## src/hdl/tcau_pkg.sv

```systemverilog
// Shared types, constants and helpers of the truncated Taylor series unit.
// No dependencies; every other file imports this package.
package tcau_pkg;

    // default storage depth and coefficient format
    localparam int MAX_COEFFS_DEF = 16;
    localparam int COEFF_W        = 32;
    localparam int FRAC_BITS      = 16;
    localparam int ORDER_W        = 4;
    localparam int CNT_W          = ORDER_W + 1;
    localparam int MODE_W         = 3;
    localparam int STATUS_W       = 2;

    // datapath widths
    localparam int PROD_W  = 2 * COEFF_W;
    localparam int ACC_W   = PROD_W + ORDER_W;
    localparam int RND_W   = ACC_W - FRAC_BITS;
    localparam int NUM_W   = RND_W + 1;
    localparam int QMAG_W  = 63;
    localparam int DEN_W   = COEFF_W;
    localparam int DER_W   = COEFF_W + CNT_W + 1;
    localparam int SQ_IN_W = 48;
    localparam int SQ_OUT_W = SQ_IN_W / 2;

    // iteration counts of the shared units
    localparam int DIV_STEPS = QMAG_W;
    localparam int DIV_CNT_W = $clog2(DIV_STEPS + 1);
    localparam int SQ_STEPS  = SQ_IN_W / 2;
    localparam int SQ_CNT_W  = $clog2(SQ_STEPS + 1);

    // operation codes
    localparam logic [MODE_W-1:0] MODE_ADD    = 3'd0;
    localparam logic [MODE_W-1:0] MODE_SUB    = 3'd1;
    localparam logic [MODE_W-1:0] MODE_MUL    = 3'd2;
    localparam logic [MODE_W-1:0] MODE_DIV    = 3'd3;
    localparam logic [MODE_W-1:0] MODE_SQUARE = 3'd4;
    localparam logic [MODE_W-1:0] MODE_SQRT   = 3'd5;
    localparam logic [MODE_W-1:0] MODE_NEG    = 3'd6;
    localparam logic [MODE_W-1:0] MODE_DERIV  = 3'd7;

    // status codes
    localparam logic [STATUS_W-1:0] ST_OK       = 2'd0;
    localparam logic [STATUS_W-1:0] ST_ZERO_DIV = 2'd1;
    localparam logic [STATUS_W-1:0] ST_NEG_ROOT = 2'd2;
    localparam logic [STATUS_W-1:0] ST_SAT      = 2'd3;

    // coefficient range and division numerator limit
    localparam logic signed [RND_W-1:0] COEFF_HI =
        $signed((RND_W'(1) << (COEFF_W - 1)) - RND_W'(1));
    localparam logic signed [RND_W-1:0] COEFF_LO = -COEFF_HI - RND_W'(1);
    localparam logic signed [NUM_W-1:0] NUM_LIM =
        $signed((NUM_W'(1) << (QMAG_W - FRAC_BITS)) - NUM_W'(1));

    typedef struct packed {
        logic                      flag;
        logic signed [COEFF_W-1:0] value;
    } sat_res_t;

    typedef struct packed {
        logic              start;
        logic              neg;
        logic [QMAG_W-1:0] num_mag;
        logic [DEN_W-1:0]  den_mag;
    } div_req_t;

    typedef struct packed {
        logic                      done;
        logic                      sat;
        logic signed [COEFF_W-1:0] quot;
    } div_rsp_t;

    typedef struct packed {
        logic               start;
        logic [SQ_IN_W-1:0] radicand;
    } sq_req_t;

    typedef struct packed {
        logic                done;
        logic [SQ_OUT_W-1:0] root;
    } sq_rsp_t;

    // sign extension of a coefficient to the wide datapath
    function automatic logic signed [RND_W-1:0] sext_wide(input logic signed [COEFF_W-1:0] x);
        return {{(RND_W - COEFF_W){x[COEFF_W-1]}}, x};
    endfunction

    // clamp a wide value into the coefficient range
    function automatic sat_res_t sat_coeff(input logic signed [RND_W-1:0] x);
        sat_res_t r;
        if (x > COEFF_HI) begin
            r.flag  = 1'b1;
            r.value = COEFF_HI[COEFF_W-1:0];
        end else if (x < COEFF_LO) begin
            r.flag  = 1'b1;
            r.value = COEFF_LO[COEFF_W-1:0];
        end else begin
            r.flag  = 1'b0;
            r.value = x[COEFF_W-1:0];
        end
        return r;
    endfunction

endpackage

```

## src/hdl/tcau_isqrt.sv

```systemverilog
// Integer square root, two radicand bits per cycle (digit recurrence).
// Depends on tcau_pkg.
module tcau_isqrt
    import tcau_pkg::*;
(
    input  logic    clk,
    input  logic    rst_n,
    input  sq_req_t req,
    output sq_rsp_t rsp
);

    logic                busy_reg;
    logic                done_reg;
    logic [SQ_CNT_W-1:0] cnt_reg;
    logic [SQ_IN_W-1:0]  x_reg;
    logic [SQ_IN_W-1:0]  r_reg;
    logic [SQ_IN_W-1:0]  bit_reg;

    logic [SQ_IN_W-1:0] r_plus;

    assign r_plus = r_reg + bit_reg;

    // control
    always_ff @(posedge clk or negedge rst_n)
    begin
        if (!rst_n)
        begin
            busy_reg <= 1'b0;
            done_reg <= 1'b0;
            cnt_reg  <= '0;
        end
        else
        begin
            done_reg <= 1'b0;
            if (req.start)
            begin
                busy_reg <= 1'b1;
                cnt_reg  <= SQ_CNT_W'(SQ_STEPS);
            end
            else if (busy_reg)
            begin
                cnt_reg <= cnt_reg - SQ_CNT_W'(1);
                if (cnt_reg == SQ_CNT_W'(1))
                begin
                    busy_reg <= 1'b0;
                    done_reg <= 1'b1;
                end
            end
        end
    end

    // one result bit per step
    always_ff @(posedge clk)
    begin
        if (req.start)
        begin
            x_reg   <= req.radicand;
            r_reg   <= '0;
            bit_reg <= SQ_IN_W'(1) << (SQ_IN_W - 2);
        end
        else if (busy_reg)
        begin
            if (x_reg >= r_plus)
            begin
                x_reg <= x_reg - r_plus;
                r_reg <= (r_reg >> 1) + bit_reg;
            end
            else
            begin
                r_reg <= r_reg >> 1;
            end
            bit_reg <= bit_reg >> 2;
        end
    end

    assign rsp.done = done_reg;
    assign rsp.root = r_reg[SQ_OUT_W-1:0];

endmodule

```

## config.mk

```make
export PLATFORM = sky130hd
export DESIGN_NAME = tcau_isqrt
export DESIGN_NICKNAME = d
export VERILOG_FILES = /design/src/hdl/tcau_pkg.sv /design/src/hdl/tcau_isqrt.sv
export SDC_FILE = /design/constraint.sdc
export NUM_CORES = 1
export LEC_CHECK = 0
export BUFFER_PORTS_ARGS = -buffer_cell sky130_fd_sc_hd__buf_4
export CELL_PAD_IN_SITES_DETAIL_PLACEMENT = 1
export CELL_PAD_IN_SITES_GLOBAL_PLACEMENT = 1
export CORE_MARGIN = 2
export CORE_UTILIZATION = 35
export DETAILED_ROUTE_END_ITERATION = 8
export PLACE_DENSITY_LB_ADDON = 0.1
export REMOVE_ABC_BUFFERS = 1
export SYNTH_ARGS = -nofsm -noshare
export SYNTH_HDL_FRONTEND = slang
export SYNTH_SLANG_ARGS = --single-unit
```

## constraint.sdc

```tcl
create_clock -name clk -period 11.8 [get_ports clk]
set_clock_uncertainty 0.15 [all_clocks]
set_input_delay 0.59 -clock clk [delete_from_list [all_inputs] [get_ports clk]]
set_output_delay 0.59 -clock clk [all_outputs]
set_load 0.02 [all_outputs]
```

### Word level (Yosys, flattened, before mapping)

Cells that the tools add are included.

| cells by class | value |
|---|---|
| add/subtract/negate cells | 4 |
| order comparisons | 1 |
| equality and inequality tests | 1 |
| mux-type cells | 12 |
| reduce and logical (&&, ||, !) cells | 3 |

Operators by type and width:

| kind | count |
|---|---|
| $mux 48 | 4 |
| $add 47x47->48 | 1 |
| $add 48x47->48 | 1 |
| $ge 48x48->1 | 1 |
| $sub 48x48->48 | 1 |
| $mux 5 | 2 |
| $mux 1 | 6 |
| $eq 5x1->1 const B | 1 |
| $sub 5x1->5 const B | 1 |
| $reduce_bool 2->1 | 2 |
| $reduce_and 2->1 | 1 |

| word-level totals | value |
|---|---|
| bits in registers | 127 |
| bits of input ports | 51 |

### Longest topological paths before layout

Gate-level depths: netlist of the first run.

| depth | value |
|---|---|
| depth in word-level cells | 5 |
| mapped depth | 25 |
| gate-level depth less buffers | 24 |

### Least setup slack after synthesis of the first run

Ideal clock, no wire load.

| timing | value |
|---|---|
| path type | reg2reg |
| start | register r_reg[2] |
| end | register x_reg[0], enable pin |
| setup time | 0.583 ns |
| arrival | 5.334 ns |
| required time | 11.067 ns |
| setup slack | 5.733 ns |
| stages on the path, launching flop included | 25 |
| path buffers | 3 |
| cell sequence | dfxtp_1 ha_1 a31o_2 a31oi_1 o21ai_1 a31oi_1 o21bai_1 a31o_2 nand2_1 a21oi_1 a31oi_1 o31ai_1 xnor2_1 ha_1 clkbuf_1 and3_1 and3_1 inv_1 a31oi_1 or3_4 a31o_2 buf_4 buf_6 nand2_1 nand2_1 |

| on the way | value |
|---|---|
| cells in the longest elaborated chain, start to end | 4 |

Ends and longest elaborated chain:

| what | line | RTL |
|---|---|---|
| start: declaration | tcau_isqrt.sv:16 | `logic [SQ_IN_W-1:0] r_reg;` |
| start signal: assignment | tcau_isqrt.sv:66 | `r_reg <= (r_reg >> 1) + bit_reg;` |
| start signal: assignment | tcau_isqrt.sv:70 | `r_reg <= r_reg >> 1;` |
| $add 48x47->48 | tcau_isqrt.sv:21 | `assign r_plus = r_reg + bit_reg;` |
| $ge 48x48->1 | tcau_isqrt.sv:63 | `if (x_reg >= r_plus)` |
| $reduce_bool 2->1 (no line) | -- |  |
| $reduce_and 2->1 (no line) | -- |  |
| end signal: assignment | tcau_isqrt.sv:57 | `x_reg <= req.radicand;` |
| end signal: assignment | tcau_isqrt.sv:65 | `x_reg <= x_reg - r_plus;` |
| end: declaration | tcau_isqrt.sv:15 | `logic [SQ_IN_W-1:0] x_reg;` |

No other way between the ends.
A chain may end at the register's enable or synchronous reset.

### Worst setup path in the final report of the first run

| timing | value |
|---|---|
| start | register r_reg[2] |
| end | register x_reg[1], enable pin |

The elaborated chain is that of the path after synthesis.

==> results.cfg, run 1 <==
[clock_network]
clkLatencyLatePin_ps = 450
path_clk_slew_ps = 70
clock_sinks = 127
cts_tree = yes
post_cts_resized = 0
clockBufferDepth = 2
numCtsBuffers = 17
h-tree-depth = 4
root_buffer = clkbuf_16

[floorplan]
start_util_pct = 35.7
die_h_um = 181
fp-row-count = 64
dieWidth_um = 181
die_area_um2 = 32800
ios = 76
core-area_um2 = 30700

[timing]
fmax_ghz = 0.149
rsz0062_at_grt = false
whs_ps = 262
setup_viol = 0
min_period_ps = 6710
tightest_slew_ps = 942
finalCritPeriodShare_pct = 56.9
hold_viol = 0
timing.final.ws_setup_ps = 5090
setup_tns_ps = 0
slew_violations = 0
slew_headroom_pct = 37.2

[detailed_routing]
wl_um = 33400
wl_per_cell_um = 18.9
ant_nets = 0
drt_iter0_markers = 517
routed-via-count = 9828
drc = 0
viasPerCell = 5.57
first_pass_iters = 5

[synthesis]
syn_area_um2 = 11000
synthCells = 1345
synth_top_area_share_pct = 13.1
ys_warn_count = 0
ys_seq_area_share_pct = 27.8
synthArstFlopShare_pct = 5.51
synthTopCellsByArea = dfxtp_1, edfxtp_1, ha_1
synth-edff-count = 48
yosysTopAreaCell = dfxtp_1
ys.flop_type = dfxtp_1
synth_cell_types = 82
syn_avg_cell_area_um2 = 8.17
ys_ff_latch = 127

[hold_path]
hp-class = primary input to register

[power_and_ir_drop]
p_leak_uw = 0.00493
p_seq_share_pct = 24.4
p_switching_uw = 1400
power.internal_uw = 1600
power.share.clock_pct = 17.9
fin_total_pwr_uw = 3000
pwr-share-comb_pct = 57.7
ir_drop_uv = 141
cellPowerDensity_nw_per_um2 = 246
switching_share_pct = 46.7

[grt]
grt_pass1_wl_um = 54800
grt_max_degree = 84
grt_usage_pct = 20.8
antenna_found_initial = 0
grt_pass1_vias = 10000
grt.overflow.total = 0

[worst_setup_path]
crit_chain = ha_1, a31o_2, a31oi_1, o21ai_1, a31oi_1, o21bai_1, a31o_2, nand2_1, a21oi_1, a31oi_1, o31ai_1, xnor2_1, ha_1, and3_1, nand2_1, o221ai_1, or3_4, a31o_2, nand2_1, nand2_2, buf_4
cp-start-kind = register
arrival_ps = 6640
cp_slowest_cell = a31o_2
critical_path_class = register to register
slowest_delay_ps = 710
critPathRequiredTime_ps = 11720
worst-path-max-fanout = 48
crit_buf_inv = 1
end_kind = register
crit_family = compound AO/OA/AOI/OAI gates

[layout]
area_delta_synth_final_pct = 11.0
final_cell_mix = nand2_1, nor2_1, ha_1
fillers = 3717
layout.nets = 1507
antenna_cells = 0
final_cells = 1764
layout.cells.most_common = nand2_1
drive_gt1_share_pct = 11.3

[place]
gp_congestion = 0.826
portBuffers = 75
dp_hpwl_um = 24500
place_ws_ps = 5020
dp_cells = 1731

[job]
max-cap-violations = 0

[run_status]
run_status = finished, final reports clean
==> synth_stat cells, types with 14 or more instances <==
library cell and number:
a211oi_1 23, o31ai_1 16, or3_1 17, o21ai_1 18, xnor2_1 61, nand4_1 17
ha_1 100, dfxtp_1 72, xor2_1 45, nand3_1 14, a21o_1 32, edfxtp_1 48
nand2_1 164, buf_4 26, nor2_1 134, o21bai_1 16, a311oi_1 15, a21oi_1 81
mux2i_1 32, a31oi_1 41, nor3_1 20, o21ai_0 97, inv_1 37, clkbuf_1 51
==> stage by stage <==
stage | utilization (%) | cell area, µm²
after floorplan | - | 10500
after detailed placement | 37.8 | 11600
after CTS | 39.7 | 12200
after global placement | 37.8 | 11600
final | 39.7 | 12200
after global routing | 39.7 | 12200
==> path summary, 6_finish.rpt <==
path | slack (ps) | end | startpoint | depth (start not counted)
hold reg to reg | 370 | r_reg[0]$_SDFFE_PP0P_ | r_reg[0]$_SDFFE_PP0P_ | 2
setup / recovery | 5090 | x_reg[1]$_DFFE_PP_ | r_reg[2]$_SDFFE_PP0P_ | 21
max in group asynchronous | 11020 | busy_reg$_DFF_PN0_ | rst_n | 2
setup reg to reg | 5090 | x_reg[1]$_DFFE_PP_ | r_reg[2]$_SDFFE_PP0P_ | 21
hold / removal | 260 | x_reg[3]$_DFFE_PP_ | req[3] | 3
min in group asynchronous | 330 | cnt_reg[1]$_DFFE_PN0P_ | rst_n | 2
==> power groups by stage <==
stage | combinational [µW] | clock (µW) | sequential, µW
after floorplan | 1270 | 0 | 706
after global routing | 1940 | 566 | 747
after CTS | 1740 | 549 | 731
after global placement | 1710 | 0 | 740
final | 1730 | 537 | 730
after detailed placement | 1720 | 0 | 733
==> routing by layer <==
metal | GRT usage (%) | part of all wire [%]
met2 | 32.4 | 44
met3 | 3.49 | 2.8
met1 | 30.1 | 52
met5 | 0 | 0
met4 | 4.68 | 1.1
==> cells by family (layout without fill, tap and decap cells) <==
kind of cell / after synthesis / after routing / synth area share [%]
AO/OA/AOI/OAI: 422 / 422 / 25.7
multiplexers: 37 / 37 / 3.43
XOR/XNOR: 106 / 106 / 8.45
buffers and inverters: 126 / 149 / 5.56
flip-flops: 127 / 127 / 27.8
AND/OR/NAND/NOR: 426 / 426 / 17.5
adder cells (fa/ha/maj): 101 / 101 / 11.6
==> what timing repair did <==
| action | CTS | global route |
|---|---|---|
| setup buffers | 0 | 0 |
| hold endpoints to repair | 7 | 0 |
| hold buffers | 1 | 0 |
==> worst register-to-register path, stage by stage, from the launching register on <==
cell      delay [ps]
dfxtp_1          440
ha_1             320
a31o_2           270
a31oi_1          310
o21ai_1          260
a31oi_1          390
o21bai_1         160
a31o_2           300
nand2_1           80
a21oi_1           90
a31oi_1          320
o31ai_1          130
xnor2_1          150
ha_1             430
and3_1           270
nand2_1           90
o221ai_1         270
or3_4            210
a31o_2           710
nand2_1          200
nand2_2          100
buf_4            600
==> final cells by class <==
class / count / area, µm² / area share [%]
repair buffers: 80 / 607 / 4.98
flip-flops and latches: 127 / 3060 / 25.1
clock inverters: 15 / 146 / 1.20
inverters: 37 / 139 / 1.14
clock buffers: 17 / 425 / 3.49
well taps: 396 / 495 / 4.06
multi-input cells: 1092 / 7320 / 60.0
(Power assumes the default switching activity.)
==> inputs of run 2 (changes only) <==
- clock period: 11.8 -> 6.61 ns (I/O delays scaled with it)
==> run 2 against run 1 <==
Setup slack worse by 4600 ps. Die area unchanged. Hold slack worse by 250 ps. Combinational power up 84%. Flip-flop and latch count unchanged. Largest cell class unchanged.
==> results.cfg, run 2 (synthesis gave the netlist of run 1 again) <==
[detailed_routing]
drc = 0
first_pass_iters = 4
routed-via-count = 9847
wl_per_cell_um = 18.8
viasPerCell = 5.54
drt_iter0_markers = 545
wl_um = 33500
ant_nets = 0

[worst_setup_path]
arrival_ps = 6060
crit_family = compound AO/OA/AOI/OAI gates
worst-path-max-fanout = 48
crit_top_cell = a31oi_1
path_depth = 22
end_kind = register
critPathRequiredTime_ps = 6570
crit_end = x_reg[24]$_DFFE_PP_
crit_start = r_reg[2]$_SDFFE_PP0P_
cp_slowest_cell = a31oi_1
crit_chain = ha_1, a31o_2, a31oi_1, o21ai_1, a31oi_1, o21bai_1, a31o_2, nand2_1, a21oi_1, a31oi_1, o31ai_1, xnor2_1, ha_1, and3_1, and3_1, inv_1, a31oi_1, or3_4, a31o_2, nand2_1, nand2_2, buf_12
rr_endpoint = x_reg[24]$_DFFE_PP_
reg2reg_from = r_reg[2]$_SDFFE_PP0P_
crit_buf_inv = 2
r2r_slack_ps = 510
critical_path_class = register to register
slowest_delay_ps = 440
cp-start-kind = register
reg2reg_depth = 22

[clock_network]
path_clk_slew_ps = 70
root_buffer = clkbuf_16
post_cts_resized = 0
clock_sinks = 127
clkLatencyLatePin_ps = 450
clockBufferDepth = 2
numCtsBuffers = 17
cts_tree = yes
h-tree-depth = 4

[floorplan]
start_util_pct = 35.7
core-area_um2 = 30700
ios = 76
die_area_um2 = 32800
die_h_um = 181
dieWidth_um = 181
fp-row-count = 64

[timing]
finalCritPeriodShare_pct = 92.2
whs_ps = 16.4
setup_tns_ps = 0
min_period_ps = 6100
slew_headroom_pct = 41.1
slew_violations = 0
tightest_slew_ps = 883
rsz0062_at_grt = false
timing.final.ws_setup_ps = 514
fmax_ghz = 0.164
hold_viol = 0
setup_viol = 0

[place]
portBuffers = 75
dp_hpwl_um = 24800
place_ws_ps = 501
gp_congestion = 0.837

[hold_path]
hold_path_depth = 3
hp-start = req[13]
hp-class = primary input to register

[grt]
grt.overflow.total = 0
antenna_found_initial = 0
grt_max_degree = 106
grt_usage_pct = 20.6
grt_pass1_wl_um = 54500
grt_pass1_vias = 9991

[power_and_ir_drop]
p_seq_share_pct = 23.8
power.internal_uw = 2960
p_switching_uw = 2530
ir_drop_uv = 199
p_leak_uw = 0.00502
cellPowerDensity_nw_per_um2 = 443
power.share.clock_pct = 18.2
pwr-share-comb_pct = 58.0
switching_share_pct = 46.0

[layout]
antenna_cells = 0
drive_gt1_share_pct = 11.6
area_delta_synth_final_pct = 12.8
layout.nets = 1522
layout.cells.most_common = nand2_1
fillers = 3720
final_cell_mix = nand2_1, nor2_1, ha_1

[job]
max-cap-violations = 0

[run_status]
run_status = finished, final reports clean
## run 2: cell types whose count changed in the layout (fill, tap and decap cells not counted), sizes merged
cell,before,now
dlygate4sd3,1,10
buf,79,85
inv,47,43
clkinv,2,4
clkinvlp,2,3
bufinv,1,2
## run 2: power by group through the flow
stage | registers (µW) | clock network (µW) | logic, µW
after floorplan | 1260 | 0 | 2270
after global placement | 1320 | 0 | 3130
after detailed placement | 1310 | 0 | 3170
after CTS | 1310 | 1020 | 3190
after global routing | 1340 | 1050 | 3560
final | 1310 | 997 | 3180
## run 2: worst register-to-register path: stages, from the launching register on
cell and delay [ps]:
dfxtp_1 430, ha_1 320, a31o_2 280, a31oi_1 310, o21ai_1 260, a31oi_1 440
o21bai_1 160, a31o_2 300, nand2_1 70, a21oi_1 90, a31oi_1 310, o31ai_1 120
xnor2_1 160, ha_1 430, and3_1 280, and3_1 200, inv_1 50, a31oi_1 160
or3_4 170, a31o_2 430, nand2_1 170, nand2_2 120, buf_12 300
## run 2: worst min-delay path by stage
| stage | end | slack (ps) |
|---|---|---|
| after floorplan | busy_reg$_DFF_PN0_ | -120 |
| after global placement | done_reg$_DFF_PN0_ | -0.7 |
| after detailed placement | done_reg$_DFF_PN0_ | 1 |
| after CTS | x_reg[13]$_DFFE_PP_ | 0.1 |
| after global routing | x_reg[22]$_DFFE_PP_ | 10 |
| final | x_reg[13]$_DFFE_PP_ | 20 |
## run 2: area by class of cell
class | count | area (µm²) | area share, %
well taps | 396 | 495 | 4.00
clock buffers | 17 | 425 | 3.43
multi-input cells | 1092 | 7320 | 59.0
flip-flops and latches | 127 | 3060 | 24.7
inverters | 37 | 139 | 1.12
repair buffers | 95 | 779 | 6.29
clock inverters | 15 | 175 | 1.41
## run 2: metal layers
metal	part of all wire, %	vias up	GRT usage (%)
li1	-	4976	-
met5	0	-	0
met3	2.8	21	3.63
met1	52	4743	29.3
met4	0.85	0	3.84
met2	44	107	33.0
## run 2: stage by stage
| step | util [%] | cells | instance area [µm²] | total power, µW |
|---|---|---|---|---|
| finish | 40.3 | 1779 | 12400 | 5490 |
| global route | 40.3 | 1779 | 12400 | 5950 |
| CTS | 40.3 | 1779 | 12400 | 5530 |
| detailed placement | 38.0 | 1737 | 11700 | 4490 |
| global placement | 38.0 | 1737 | 11700 | 4450 |
| floorplan | - | 1256 | 10500 | 3530 |
## run 2: repair_timing
action / 4_1_cts / 5_1_grt
hold buffers: 10 / 0
hold endpoints to repair: 16 / 0
setup buffers: 0 / 0
