===== config.mk =====
export PLATFORM = sky130hd
export DESIGN_NAME = tcau_div
export DESIGN_NICKNAME = d
export VERILOG_FILES = /design/src/hdl/tcau_pkg.sv /design/src/hdl/tcau_div.sv
export SDC_FILE = /design/constraint.sdc
export NUM_CORES = 1
export LEC_CHECK = 0
export BUFFER_PORTS_ARGS = -buffer_cell sky130_fd_sc_hd__buf_2
export CAP_MARGIN = 20
export CELL_PAD_IN_SITES_DETAIL_PLACEMENT = 1
export CELL_PAD_IN_SITES_GLOBAL_PLACEMENT = 1
export CORE_UTILIZATION = 49
export CTS_CLUSTER_SIZE = 16
export DETAILED_ROUTE_END_ITERATION = 8
export PLACE_DENSITY_LB_ADDON = 0.2
export RECOVER_POWER = 100
export SLEW_MARGIN = 20
export SYNTH_ARGS = -nofsm -noshare
export SYNTH_HDL_FRONTEND = slang
export SYNTH_SLANG_ARGS = --single-unit

===== constraint.sdc =====
create_clock -name clk -period 7.9 [get_ports clk]
set_clock_uncertainty 0.05 [all_clocks]
set_input_delay 1.185 -clock clk [delete_from_list [all_inputs] [get_ports clk]]
set_output_delay 1.185 -clock clk [all_outputs]
set_load 0.02 [all_outputs]

===== src/hdl/tcau_pkg.sv =====
// Shared types, constants and helpers of the truncated Taylor series unit.
// No dependencies; every other file imports this package.
package tcau_pkg;

    // default storage depth and coefficient format
    localparam int MAX_COEFFS_DEF = 16;
    localparam int COEFF_W        = 32;
    localparam int FRAC_BITS      = 16;
    localparam int ORDER_W        = 4;
    localparam int CNT_W          = ORDER_W + 1;
    localparam int MODE_W         = 3;
    localparam int STATUS_W       = 2;

    // datapath widths
    localparam int PROD_W  = 2 * COEFF_W;
    localparam int ACC_W   = PROD_W + ORDER_W;
    localparam int RND_W   = ACC_W - FRAC_BITS;
    localparam int NUM_W   = RND_W + 1;
    localparam int QMAG_W  = 63;
    localparam int DEN_W   = COEFF_W;
    localparam int DER_W   = COEFF_W + CNT_W + 1;
    localparam int SQ_IN_W = 48;
    localparam int SQ_OUT_W = SQ_IN_W / 2;

    // iteration counts of the shared units
    localparam int DIV_STEPS = QMAG_W;
    localparam int DIV_CNT_W = $clog2(DIV_STEPS + 1);
    localparam int SQ_STEPS  = SQ_IN_W / 2;
    localparam int SQ_CNT_W  = $clog2(SQ_STEPS + 1);

    // operation codes
    localparam logic [MODE_W-1:0] MODE_ADD    = 3'd0;
    localparam logic [MODE_W-1:0] MODE_SUB    = 3'd1;
    localparam logic [MODE_W-1:0] MODE_MUL    = 3'd2;
    localparam logic [MODE_W-1:0] MODE_DIV    = 3'd3;
    localparam logic [MODE_W-1:0] MODE_SQUARE = 3'd4;
    localparam logic [MODE_W-1:0] MODE_SQRT   = 3'd5;
    localparam logic [MODE_W-1:0] MODE_NEG    = 3'd6;
    localparam logic [MODE_W-1:0] MODE_DERIV  = 3'd7;

    // status codes
    localparam logic [STATUS_W-1:0] ST_OK       = 2'd0;
    localparam logic [STATUS_W-1:0] ST_ZERO_DIV = 2'd1;
    localparam logic [STATUS_W-1:0] ST_NEG_ROOT = 2'd2;
    localparam logic [STATUS_W-1:0] ST_SAT      = 2'd3;

    // coefficient range and division numerator limit
    localparam logic signed [RND_W-1:0] COEFF_HI =
        $signed((RND_W'(1) << (COEFF_W - 1)) - RND_W'(1));
    localparam logic signed [RND_W-1:0] COEFF_LO = -COEFF_HI - RND_W'(1);
    localparam logic signed [NUM_W-1:0] NUM_LIM =
        $signed((NUM_W'(1) << (QMAG_W - FRAC_BITS)) - NUM_W'(1));

    typedef struct packed {
        logic                      flag;
        logic signed [COEFF_W-1:0] value;
    } sat_res_t;

    typedef struct packed {
        logic              start;
        logic              neg;
        logic [QMAG_W-1:0] num_mag;
        logic [DEN_W-1:0]  den_mag;
    } div_req_t;

    typedef struct packed {
        logic                      done;
        logic                      sat;
        logic signed [COEFF_W-1:0] quot;
    } div_rsp_t;

    typedef struct packed {
        logic               start;
        logic [SQ_IN_W-1:0] radicand;
    } sq_req_t;

    typedef struct packed {
        logic                done;
        logic [SQ_OUT_W-1:0] root;
    } sq_rsp_t;

    // sign extension of a coefficient to the wide datapath
    function automatic logic signed [RND_W-1:0] sext_wide(input logic signed [COEFF_W-1:0] x);
        return {{(RND_W - COEFF_W){x[COEFF_W-1]}}, x};
    endfunction

    // clamp a wide value into the coefficient range
    function automatic sat_res_t sat_coeff(input logic signed [RND_W-1:0] x);
        sat_res_t r;
        if (x > COEFF_HI) begin
            r.flag  = 1'b1;
            r.value = COEFF_HI[COEFF_W-1:0];
        end else if (x < COEFF_LO) begin
            r.flag  = 1'b1;
            r.value = COEFF_LO[COEFF_W-1:0];
        end else begin
            r.flag  = 1'b0;
            r.value = x[COEFF_W-1:0];
        end
        return r;
    endfunction

endpackage


===== src/hdl/tcau_div.sv =====
// Radix-2 restoring divider, one quotient bit per cycle, with saturation.
// Depends on tcau_pkg.
module tcau_div
    import tcau_pkg::*;
(
    input  logic     clk,
    input  logic     rst_n,
    input  div_req_t req,
    output div_rsp_t rsp
);

    logic                 busy_reg;
    logic                 done_reg;
    logic [DIV_CNT_W-1:0] cnt_reg;
    logic [DEN_W-1:0]     rem_reg;
    logic [DEN_W-1:0]     den_reg;
    logic [QMAG_W-1:0]    nsh_reg;
    logic [QMAG_W-1:0]    q_reg;
    logic                 neg_reg;

    logic [DEN_W:0] trial;
    logic [DEN_W:0] diff;
    logic           ge;
    logic           ovf;
    logic [COEFF_W-1:0] q_low;

    // one trial subtraction per cycle
    assign trial = {rem_reg, nsh_reg[QMAG_W-1]};
    assign diff  = trial - {1'b0, den_reg};
    assign ge    = (trial >= {1'b0, den_reg});

    // control
    always_ff @(posedge clk or negedge rst_n)
    begin
        if (!rst_n)
        begin
            busy_reg <= 1'b0;
            done_reg <= 1'b0;
            cnt_reg  <= '0;
        end
        else
        begin
            done_reg <= 1'b0;
            if (req.start)
            begin
                busy_reg <= 1'b1;
                cnt_reg  <= DIV_CNT_W'(DIV_STEPS);
            end
            else if (busy_reg)
            begin
                cnt_reg <= cnt_reg - DIV_CNT_W'(1);
                if (cnt_reg == DIV_CNT_W'(1))
                begin
                    busy_reg <= 1'b0;
                    done_reg <= 1'b1;
                end
            end
        end
    end

    // datapath
    always_ff @(posedge clk)
    begin
        if (req.start)
        begin
            rem_reg <= '0;
            den_reg <= req.den_mag;
            nsh_reg <= req.num_mag;
            q_reg   <= '0;
            neg_reg <= req.neg;
        end
        else if (busy_reg)
        begin
            rem_reg <= ge ? diff[DEN_W-1:0] : trial[DEN_W-1:0];
            nsh_reg <= {nsh_reg[QMAG_W-2:0], 1'b0};
            q_reg   <= {q_reg[QMAG_W-2:0], ge};
        end
    end

    // signed result with saturation
    assign q_low = q_reg[COEFF_W-1:0];
    assign ovf   = neg_reg ? (q_reg > QMAG_W'(COEFF_HI) + QMAG_W'(1))
                           : (q_reg > QMAG_W'(COEFF_HI));

    always_comb
    begin
        rsp.done = done_reg;
        rsp.sat  = ovf;
        if (ovf)
            rsp.quot = neg_reg ? COEFF_LO[COEFF_W-1:0] : COEFF_HI[COEFF_W-1:0];
        else
            rsp.quot = neg_reg ? -q_low : q_low;
    end

endmodule


## Yosys cells after proc, flatten, opt, wreduce, memory -nomap -nowiden

Cells that the tools add are included.
W data, S select, Z words.

| cells by class | value |
|---|---|
| add/sub/neg operators | 3 |
| order comparisons | 3 |
| equal/unequal tests | 1 |
| multiplexer cells | 15 |
| reductions and logical operators | 1 |

Operators by type and width:

| cell | number |
|---|---|
| $mux W32 | 4 |
| $mux W63 | 2 |
| $gt A63 B31 Y1 const B | 1 |
| $gt A63 B32 Y1 const B | 1 |
| $ge A33 B32 Y1 | 1 |
| $neg A32 Y32 | 1 |
| $sub A32 B32 Y32 | 1 |
| $mux W6 | 2 |
| $mux W1 | 7 |
| $eq A6 B1 Y1 const B | 1 |
| $sub A6 B1 Y6 const B | 1 |
| $reduce_bool A2 Y1 | 1 |

| word-level totals | value |
|---|---|
| register bits | 199 |
| bits of input ports | 99 |
| output and inout port bits | 34 |
| logic and storage cells | 31 |

## Longest topological paths before layout

Gate-level depths: netlist of the first run.

| depth | value |
|---|---|
| depth after elaboration | 4 |
| mapped depth | 13 |
| gate-level depth less buffers | 12 |

## Worst setup path before layout of the first run

Ideal clock, no wire load.

| timing | value |
|---|---|
| path type | reg-to-output |
| start | reg q_reg[9] |
| end | out rsp[1] (netlist bit) |
| data arrival time | 2.666 ns |
| data required time | 6.665 ns |
| slack | 3.999 ns |
| stages on the path, launching flop included | 10 |
| buffers on the path | 1 |
| cells stage by stage | dfxtp_1 buf_6 or4_4 nor4_4 nand4b_1 or2_1 or3_4 o31ai_4 a21boi_2 o21ai_0 |

RTL lines:

| element | RTL line | text |
|---|---|---|
| start, declared | tcau_div.sv:18 | `logic [QMAG_W-1:0] q_reg;` |
| start signal, assigned | tcau_div.sv:76 | `q_reg <= {q_reg[QMAG_W-2:0], ge};` |
| end, declared | tcau_div.sv:9 | `output div_rsp_t rsp` |

==> results of run 1 <==
-- how the worst min path moves through the flow --
| stage | slack (ps) | cells past startpoint | startpoint | endpoint |
|---|---|---|---|---|
| after global routing | 470 | 2 | rem_reg[1] | rem_reg[1] |
| final | 440 | 2 | rem_reg[31] | rem_reg[31] |
| after floorplan | 410 | 2 | rem_reg[1] | rem_reg[1] |
| after global placement | 420 | 2 | rem_reg[31] | rem_reg[31] |
| after CTS | 450 | 2 | rem_reg[31] | rem_reg[31] |
| after detailed placement | 440 | 2 | rem_reg[31] | rem_reg[31] |
-- where the power goes --
part | total, W | internal [W] | switching (W)
Sequential | 0.00129 | 0.00121 | 0.0000836
Combinational | 0.00127 | 0.000496 | 0.000777
Clock | 0.000892 | 0.000440 | 0.000452
-- through the flow --
step | total power [W] | instances | setup WS [ps] | area, um2 | utilization
2_1_floorplan | 0.00225 | 1047 | 4000 | 10600 | -
3_3_place_gp | 0.00255 | 1391 | 3820 | 11300 | 0.536
3_5_place_dp | 0.00259 | 1391 | 3650 | 11300 | 0.536
4_1_cts | 0.00350 | 1423 | 3150 | 11900 | 0.565
5_1_grt | 0.00367 | 1425 | 1850 | 11900 | 0.563
6_report | 0.00346 | 1426 | 2350 | 11900 | 0.563
-- final cells by class --
type / count / area [um2]
Fill cell: 2378 / 9220
Multi-Input combinational cell: 733 / 5070
Sequential cell: 199 / 4990
Timing Repair Buffer: 137 / 677
Clock buffer: 18 / 439
Tap cell: 275 / 344
Inverter: 47 / 176
Clock inverter: 14 / 165
Antenna cell: 3 / 7.51
-- worst max-delay path: stages --
cell and delay [ps]:
sky130_fd_sc_hd__clkbuf_1 2220, sky130_fd_sc_hd__clkbuf_1 1900, sky130_fd_sc_hd__nor3_1 160, sky130_fd_sc_hd__a31oi_1 230
sky130_fd_sc_hd__o21ai_0 120
-- routing by layer --
metal	vias to the layer above	track usage
met2	135	0.397
met4	0	0.0526
met1	3867	0.292
met3	11	0.0606
met5	-	0
li1	3941	-
-- synthesized netlist by cell type (36+ instances only) --
cell type,instances
sky130_fd_sc_hd__xor2_1,38
sky130_fd_sc_hd__nor2_1,121
sky130_fd_sc_hd__a21oi_1,40
sky130_fd_sc_hd__o21ai_0,40
sky130_fd_sc_hd__nand2_1,91
sky130_fd_sc_hd__clkbuf_1,46
sky130_fd_sc_hd__mux2_2,63
sky130_fd_sc_hd__edfxtp_1,96
sky130_fd_sc_hd__inv_1,44
sky130_fd_sc_hd__dfxtp_1,95
sky130_fd_sc_hd__ha_1,36
sky130_fd_sc_hd__mux2i_1,64
-- kinds of logic (layout without fill, tap and decap cells) --
logic type | after synthesis | count (layout) | synth area share
compound gates | 200 | 200 | 0.125
other cells | 0 | 3 | 0
flops | 199 | 199 | 0.472
simple gates | 313 | 313 | 0.138
buf+inv | 115 | 216 | 0.0461
mux | 127 | 127 | 0.128
fa+ha+maj | 37 | 37 | 0.0446
xor+xnor | 56 | 56 | 0.0465
==> metrics, run 1 <==
FF-to-FF End=rem_reg[29]; htree depth=4; number of buffers on the longest clock path=2; via-per-instance ratio=5.58; Final Max Slew Viols=150; top cells by area, synth=sky130_fd_sc_hd__edfxtp_1 (27%), sky130_fd_sc_hd__dfxtp_1 (18%), sky130_fd_sc_hd__mux2_2 (6.7%), sky130_fd_sc_hd__mux2i_1 (6.1%), sky130_fd_sc_hd__nor2_1 (4.3%); DIE AREA=0.0221 mm2; Setup Buffers After CTS=0; final count of negative-setup-slack endpoints=0; Yosys top cell area share=0.273; part of the Yosys area used for sequential elements=0.472; static leakage=5.28 nW; final clock period utilization by the worst path=0.703; final critical path time including I/O delays and setup=5550 ps; CTS buffer count=17; met2 wire len=12200 um; worst setup slack for register-to-register paths=2640 ps; highest metal layer with signal wires=met4; number of enable-type register cells in the synthesized netlist=96; average wire per cell in the routed design=17.4 um; amount of wire on met3 after detailed routing=1180 um; maximum number of pins on one net before global-route repair=82; number of vias after detailed routing=7954; clk sink count=199; number of instances in the synthesized netlist=1047; via count of the first global-routing pass=8263; YS warnings=0; number of input and output port buffers inserted=132; distinct cell type count of the synthesized netlist=66; worst min path class=register to register; CP Class=input pin to register; number of nets in the synthesized netlist=1183; I/O pins=133; clock slew at the register clock pins of the worst setup and hold paths=80 ps; actual transition at the worst max-transition pin=3190 ps; worst setup path endpoint=rem_reg[30]; total wire length=24900 um; Max rail drop VDD=156 uV; global-route total usage across every layer=0.232; Core Box Area=0.0211 mm2; async set-or-reset flop fraction in the synthesized netlist=0.0402; most frequent cells in the layout=sky130_fd_sc_hd__nor2_1 (121), sky130_fd_sc_hd__buf_2 (121), sky130_fd_sc_hd__edfxtp_1 (96); leading register cell type out of synthesis=sky130_fd_sc_hd__edfxtp_1; row count=53; post-synthesis instance area=0.0106 mm2; Die Span Y=149 um; kind of start point of the critical path=input pin; length of routed wiring on met1=11300 um; Resized cells post-CTS=0; effective utilization at floorplan=0.501; worst slack on hold paths=442 ps; crit path DAT=5830 ps; global-route wire length before repair=40900 um; relative area change from synthesis to final layout=12.4%; layout cell share with drive strength beyond 1=0.205; ANT nets after route=0; # DRC=0; Clock Tree Root=sky130_fd_sc_hd__clkbuf_16; number of maximum-capacitance violations=3; average instance area after synthesis=10.1 um2; clock tree from TritonCTS=built; Slew HR=-1.13; clock latency reported for the late side of the worst-skew pair=450 ps; Critical Path End Type=register; violation count after the first detailed-routing iteration=361; hpwl dp=16900 um; DR pass1 iterations=4; Peak Freq=0.180 GHz; Synth Register Bits=199; status=finished, violations left; horizontal die dimension=149 um; worst setup path start=req[96]; violations in the final reports=capacitance limit, slew limit; cell accounting for the most synthesized area=sky130_fd_sc_hd__edfxtp_1; Cell Pwr Density=291 mW/mm2; Total Nets Final=1271; overflow left after global routing=0; initial antenna violation count=4; biggest fanout along the worst timing path=61; number of hold buffers added after cts=0; last weighted congestion value of the routability-driven placer=0.818; startpoint of the lowest-slack register-to-register path=den_reg[8]; unrepaired setup endpoints after global routing=false; Final TNS setup=0 ps; FF-to-FF path depth=10; number of endpoints with negative hold slack in the final report=0; Crit path required time=8180 ps
Power figures use the tool's default switching activity.
==> run 2, diff against run 1 <==
- CORE_UTILIZATION: 49 -> 41
- clock period: 7.9 -> 4.7 ns (I/O delays scaled with it)
==> run 2 against run 1 <==
The flow still finishes with violations (capacitance limit, slew limit). Cell count up 4.0%. Clock-buffer cell count down 1. Combinational power up 68%. Register-to-register slack worse by 1900 ps. Total power up 68%. Sequential share of layout area down 0.33 points. Non-clock buffer count up 3. Largest power group unchanged.
==> metrics, run 2 (synthesis gave the netlist of run 1 again) <==
unrepaired setup endpoints after global routing=false (unchanged); number of endpoints with negative hold slack in the final report=0 (unchanged); final design utilization=0.474 (was 0.563); cells along the critical path=or4_1 -> nor4_4 -> nand4b_1 -> or2_1 -> or3_4 -> o31ai_4 -> a21boi_2 -> o21ai_0 -> buf_2 (was clkbuf_1 -> clkbuf_1 -> nor3_1 -> a31oi_1 -> o21ai_0); Clock Tree Root=sky130_fd_sc_hd__clkbuf_16 (unchanged); Die Span Y=162 um (was 149 um); final non-filler cell area=0.0120 mm2 (was 0.0119 mm2); number of hold buffers added after cts=0 (unchanged); violations in the final reports=capacitance limit, slew limit (unchanged); I/O pins=133 (unchanged); overflow left after global routing=0 (unchanged); status=finished, violations left (unchanged); total wire length=24000 um (was 24900 um); global-route wire length before repair=40300 um (was 40900 um); static leakage=5.32 nW (was 5.28 nW); Post-Place Worst Slack=1070 ps (was 3650 ps); clock slew at the register clock pins of the worst setup and hold paths=80 ps (about the same); violation count after the first detailed-routing iteration=371 (was 361); Final TNS setup=0 ps (unchanged); final count of negative-setup-slack endpoints=0 (unchanged); crit path DAT=3510 ps (was 5830 ps); Slew HR=-1.18 (was -1.13); htree depth=4 (unchanged); worst slack on hold paths=129 ps (was 442 ps); biggest fanout along the worst timing path=32 (was 61); Peak Freq=0.234 GHz; cell type of the slowest stage on the worst timing path=sky130_fd_sc_hd__or4_1 (was sky130_fd_sc_hd__clkbuf_1); CTS buffer count=17 (unchanged); kind of start point of the critical path=register (was input pin); Total Nets Final=1274 (was 1271); clk sink count=199 (unchanged); effective utilization at floorplan=0.418 (was 0.501); most frequent standard cell in the layout excluding fill and tap cells=sky130_fd_sc_hd__buf_2; clock latency reported for the late side of the worst-skew pair=440 ps (was 450 ps); horizontal die dimension=162 um (was 149 um); row count=58 (was 53); Critical Path End Type=primary output (was register); Crit path required time=3940 ps (was 8180 ps); hpwl dp=16700 um (was 16900 um); Cell Pwr Density=485 mW/mm2 (was 291 mW/mm2); placed instance area=0.0114 mm2 (was 0.0113 mm2); initial antenna violation count=5 (was 4); Max rail drop VDD=338 uV (was 156 uV); CP Class=register to primary output (was input pin to register); Largest stage delay, worst path=650 ps (was 2220 ps); worst min path class=input pin to asynchronous set/reset pin (was register to register); actual transition at the worst max-transition pin=3260 ps (was 3190 ps); number of vias after detailed routing=7890 (was 7954); maximum number of pins on one net before global-route repair=88 (was 82); via count of the first global-routing pass=7980 (was 8263); average wire per cell in the routed design=16.2 um (was 17.4 um); DR pass1 iterations=4 (unchanged); relative area change from synthesis to final layout=13.3% (was 12.4%); Final Max Slew Viols=247 (was 150); Core Box Area=0.0253 mm2 (was 0.0211 mm2); final clock period utilization by the worst path=0.907; number of buffers on the longest clock path=2 (unchanged); Setup Buffers After CTS=0 (unchanged); last weighted congestion value of the routability-driven placer=0.792 (was 0.818); most frequent cells in the layout=sky130_fd_sc_hd__buf_2 (128), sky130_fd_sc_hd__nor2_1 (121), sky130_fd_sc_hd__edfxtp_1 (96) (was sky130_fd_sc_hd__nor2_1 (121), sky130_fd_sc_hd__buf_2 (121), sky130_fd_sc_hd__edfxtp_1 (96)); number of input and output port buffers inserted=132 (unchanged); via-per-instance ratio=5.32 (was 5.58); layout cell share with drive strength beyond 1=0.211 (was 0.205); global-route total usage across every layer=0.189 (was 0.232); filler cell count in the final layout=2865 (was 2378); DIE AREA=0.0264 mm2 (was 0.0221 mm2); final critical path time including I/O delays and setup=4260 ps; Resized cells post-CTS=0 (unchanged); clock tree from TritonCTS=built (unchanged); ANT nets after route=0 (unchanged); number of maximum-capacitance violations=4 (was 3); # DRC=0 (unchanged); slack of the critical path=435 ps (was 2350 ps)
-- run 2: metrics by stage --
stage                     total power (W)  std cells
after floorplan                   0.00379       1047
after global placement            0.00432       1449
after detailed placement          0.00435       1449
after CTS                         0.00589       1481
after global routing              0.00619       1483
final                             0.00580       1483
-- run 2: worst paths after layout --
kind / slack [ps] / end / from / cells after the start
setup / recovery: 440 / rsp[7] / q_reg[9] / 9
hold / removal: 130 / cnt_reg[4] / rst_n / 1
setup reg to reg: 750 / nsh_reg[44] / busy_reg / 3
hold reg to reg: 450 / rem_reg[1] / rem_reg[1] / 2
max in group asynchronous: 4110 / busy_reg / rst_n / 1
min in group clk: 380 / den_reg[11] / req[11] / 1
-- run 2: per-layer routing --
layer	vias to the layer above	part of all wire	wire length, um	global-route usage
li1	3951	-	-	-
met1	3797	0.49	11700	0.247
met2	115	0.45	10800	0.302
met3	23	0.054	1300	0.0586
met4	4	0.012	282	0.0480
met5	-	0.0011	27	0
-- run 2: area by class of cell --
class	instances	area (um2)	area share
multi-input combinational	733	5080	0.424
clock buffer	17	425	0.0356
clock inverter	15	180	0.0151
timing repair buffer	140	699	0.0585
sequential	199	4990	0.417
inverter	47	176	0.0147
antenna	2	5.00	0.000418
tap	330	413	0.0345
-- run 2: report_power, final --
group | internal (W) | leakage, nW | switching [W] | total, W
Sequential | 0.00203 | 1.84 | 0.000131 | 0.00216
Combinational | 0.000830 | 3.18 | 0.00130 | 0.00213
Clock | 0.000734 | 0.295 | 0.000779 | 0.00151
Total | 0.00359 | 5.32 | 0.00221 | 0.00580
-- run 2: critical path, delay by kind of cell (launching register included) --
family	cells	cell delay [ps]
compound gates	3	800
buf+inv	1	200
flops	1	390
simple gates	5	1660
==> run 3, diff against run 2 <==
- BUFFER_PORTS_ARGS: -buffer_cell sky130_fd_sc_hd__buf_2 -> -buffer_cell sky130_fd_sc_hd__buf_4
==> run 3 against run 2 <==
Total power up 2.1%. Worst hold slack better by 14 ps. First-iteration DRC count down 13%. Cell count unchanged. Critical path depth unchanged. The run still ends with capacitance limit, slew limit left. Largest power group is now combinational logic. Largest cell class unchanged. Worst setup slack better by 79 ps. Highest routed layer is now met4. Sequential power about the same.
==> metrics, run 3 (synthesis gave the netlist of run 1 again) <==
number of endpoints with negative hold slack in the final report=0 (unchanged); initial antenna violation count=1 (was 5); Final TNS setup=0 ps (unchanged); Peak Freq=0.239 GHz (was 0.234 GHz); clock share of power=0.262 (was 0.261); sw frac=0.372 (was 0.381); # placed instances=1450 (was 1449); Largest stage delay, worst path=650 ps (about the same); most frequent standard cell in the layout excluding fill and tap cells=sky130_fd_sc_hd__nor2_1 (was sky130_fd_sc_hd__buf_2); number of input and output port buffers inserted=132 (unchanged); kind of start point of the critical path=register (unchanged); biggest fanout along the worst timing path=32 (unchanged); hpwl dp=17300 um (was 16700 um); filler cell count in the final layout=2777 (was 2865); actual transition at the worst max-transition pin=2450 ps (was 3260 ps); unrepaired setup endpoints after global routing=false (unchanged); worst min path class=input pin to asynchronous set/reset pin (unchanged); Clock Tree Root=sky130_fd_sc_hd__clkbuf_16 (unchanged); htree depth=4 (unchanged); final clock period utilization by the worst path=0.891 (was 0.907); DR pass1 iterations=4 (unchanged); DIE AREA=0.0264 mm2 (unchanged); # DRC=0 (unchanged); sum of internal, switching and leakage power=0.00592 W (was 0.00580 W); combinational share of power=0.374 (was 0.367); total internal power=0.00372 W (was 0.00359 W); CTS buffer count=17 (unchanged); global-route wire length before repair=41200 um (was 40300 um); buffers and inverters on the worst path=1 (unchanged); relative area change from synthesis to final layout=16.6% (was 13.3%); last weighted congestion value of the routability-driven placer=0.817 (was 0.792); global-route total usage across every layer=0.194 (was 0.189); ANT nets after route=0 (unchanged); via-per-instance ratio=5.38 (was 5.32); final critical path time including I/O delays and setup=4190 ps (was 4260 ps); number of buffers on the longest clock path=2 (unchanged); cell type of the slowest stage on the worst timing path=sky130_fd_sc_hd__or4_1 (unchanged); delay-heaviest family, CP=simple AND/OR/NAND/NOR gates (unchanged); I/O pins=133 (unchanged); number of vias after detailed routing=7977 (was 7890); Total Nets Final=1275 (was 1274); horizontal die dimension=162 um (unchanged); overflow left after global routing=0 (unchanged); layout cell share with drive strength beyond 1=0.213 (was 0.211); maximum number of pins on one net before global-route repair=83 (was 88); net switching power figure=0.00220 W (was 0.00221 W); violations in the final reports=capacitance limit, slew limit (unchanged); static leakage=5.41 nW (was 5.32 nW); Final Max Slew Viols=199 (was 247); crit path DAT=3430 ps (was 3510 ps); FF/Latch Area=0.00498 mm2 (was 0.00499 mm2); clock latency reported for the late side of the worst-skew pair=440 ps (about the same); Die Span Y=162 um (unchanged); Crit path required time=3940 ps (about the same); status=finished, violations left (unchanged); non-filler instance count after layout=1483 (unchanged); most frequent cells in the layout=sky130_fd_sc_hd__nor2_1 (121), sky130_fd_sc_hd__buf_4 (100), sky130_fd_sc_hd__edfxtp_1 (96) (was sky130_fd_sc_hd__buf_2 (128), sky130_fd_sc_hd__nor2_1 (121), sky130_fd_sc_hd__edfxtp_1 (96)); total wire length=24700 um (was 24000 um); row count=58 (unchanged); Critical Path End Type=primary output (unchanged); average wire per cell in the routed design=16.6 um (was 16.2 um); Max rail drop VDD=246 uV (was 338 uV); clk sink count=199 (unchanged); Cell Pwr Density=481 mW/mm2 (was 485 mW/mm2); area of the multi-input gates=0.00507 mm2 (was 0.00508 mm2); Core Box Area=0.0253 mm2 (unchanged); fraction of power consumed by sequential logic=0.364 (was 0.372); effective utilization at floorplan=0.418 (unchanged); CP Class=register to primary output (unchanged); placed instance area=0.0117 mm2 (was 0.0114 mm2); Slew HR=-0.633 (was -1.18); clock slew at the register clock pins of the worst setup and hold paths=80 ps (about the same); clock tree from TritonCTS=built (unchanged); number of maximum-capacitance violations=3 (was 4); final non-filler cell area=0.0123 mm2 (was 0.0120 mm2); number of hold buffers added after cts=0 (unchanged); Resized cells post-CTS=0 (unchanged); Setup Buffers After CTS=0 (unchanged); cells along the critical path=or4_1 -> nor4_4 -> nand4b_1 -> or2_0 -> or3_4 -> o31ai_4 -> a21boi_4 -> o21ai_0 -> buf_4 (was or4_1 -> nor4_4 -> nand4b_1 -> or2_1 -> or3_4 -> o31ai_4 -> a21boi_2 -> o21ai_0 -> buf_2); via count of the first global-routing pass=8216 (was 7980); final count of negative-setup-slack endpoints=0 (unchanged); violation count after the first detailed-routing iteration=322 (was 371)
run 3: cell count changes in the layout (fill, tap and decap cells not counted), moves of 2 or more:
| cell | change |
|---|---|
| sky130_fd_sc_hd__inv_8 | -3 |
| sky130_fd_sc_hd__buf_4 | +99 |
| sky130_fd_sc_hd__clkinv_8 | +2 |
| sky130_fd_sc_hd__clkbuf_4 | +32 |
| sky130_fd_sc_hd__buf_2 | -128 |
run 3: final cells by class:
cell class,instances,share of cell area
clock inverter,15,0.0164
inverter,47,0.0143
sequential,199,0.405
timing repair buffer,141,0.0840
antenna,1,0.000203
tap,330,0.0336
clock buffer,17,0.0346
multi-input combinational,733,0.412
run 3: power by group through the flow:
stage	sequential (W)	clock (W)	combinational (W)
after detailed placement	0.00219	0	0.00227
after CTS	0.00216	0.00159	0.00229
after global routing	0.00218	0.00166	0.00247
after global placement	0.00219	0	0.00223
after floorplan	0.00215	0	0.00164
final	0.00216	0.00155	0.00221
run 3: worst paths after layout:
check / end / slack [ps] / cells after the start / from
setup / recovery: rsp[24] / 510 / 9 / q_reg[9]
hold / removal: cnt_reg[1] / 140 / 1 / rst_n
setup reg to reg: nsh_reg[9] / 680 / 3 / busy_reg
hold reg to reg: rem_reg[31] / 440 / 2 / rem_reg[31]
max in group asynchronous: cnt_reg[0] / 4120 / 1 / rst_n
min in group clk: den_reg[18] / 410 / 1 / req[18]
run 3: per-layer routing:
metal	track usage	part of all wire	up-vias
met5	0	0	-
met4	0.0403	0.0067	0
met3	0.0644	0.056	11
met2	0.310	0.46	108
met1	0.253	0.47	3913
li1	-	-	3945
run 3: per-stage QoR:
stage,util,hold slack (ps),setup slack [ps]
global route,0.487,150,203
CTS,0.489,9.19,573
global placement,0.464,429,1080
detailed placement,0.465,432,1060
floorplan,-,359,1280
finish,0.487,143,514
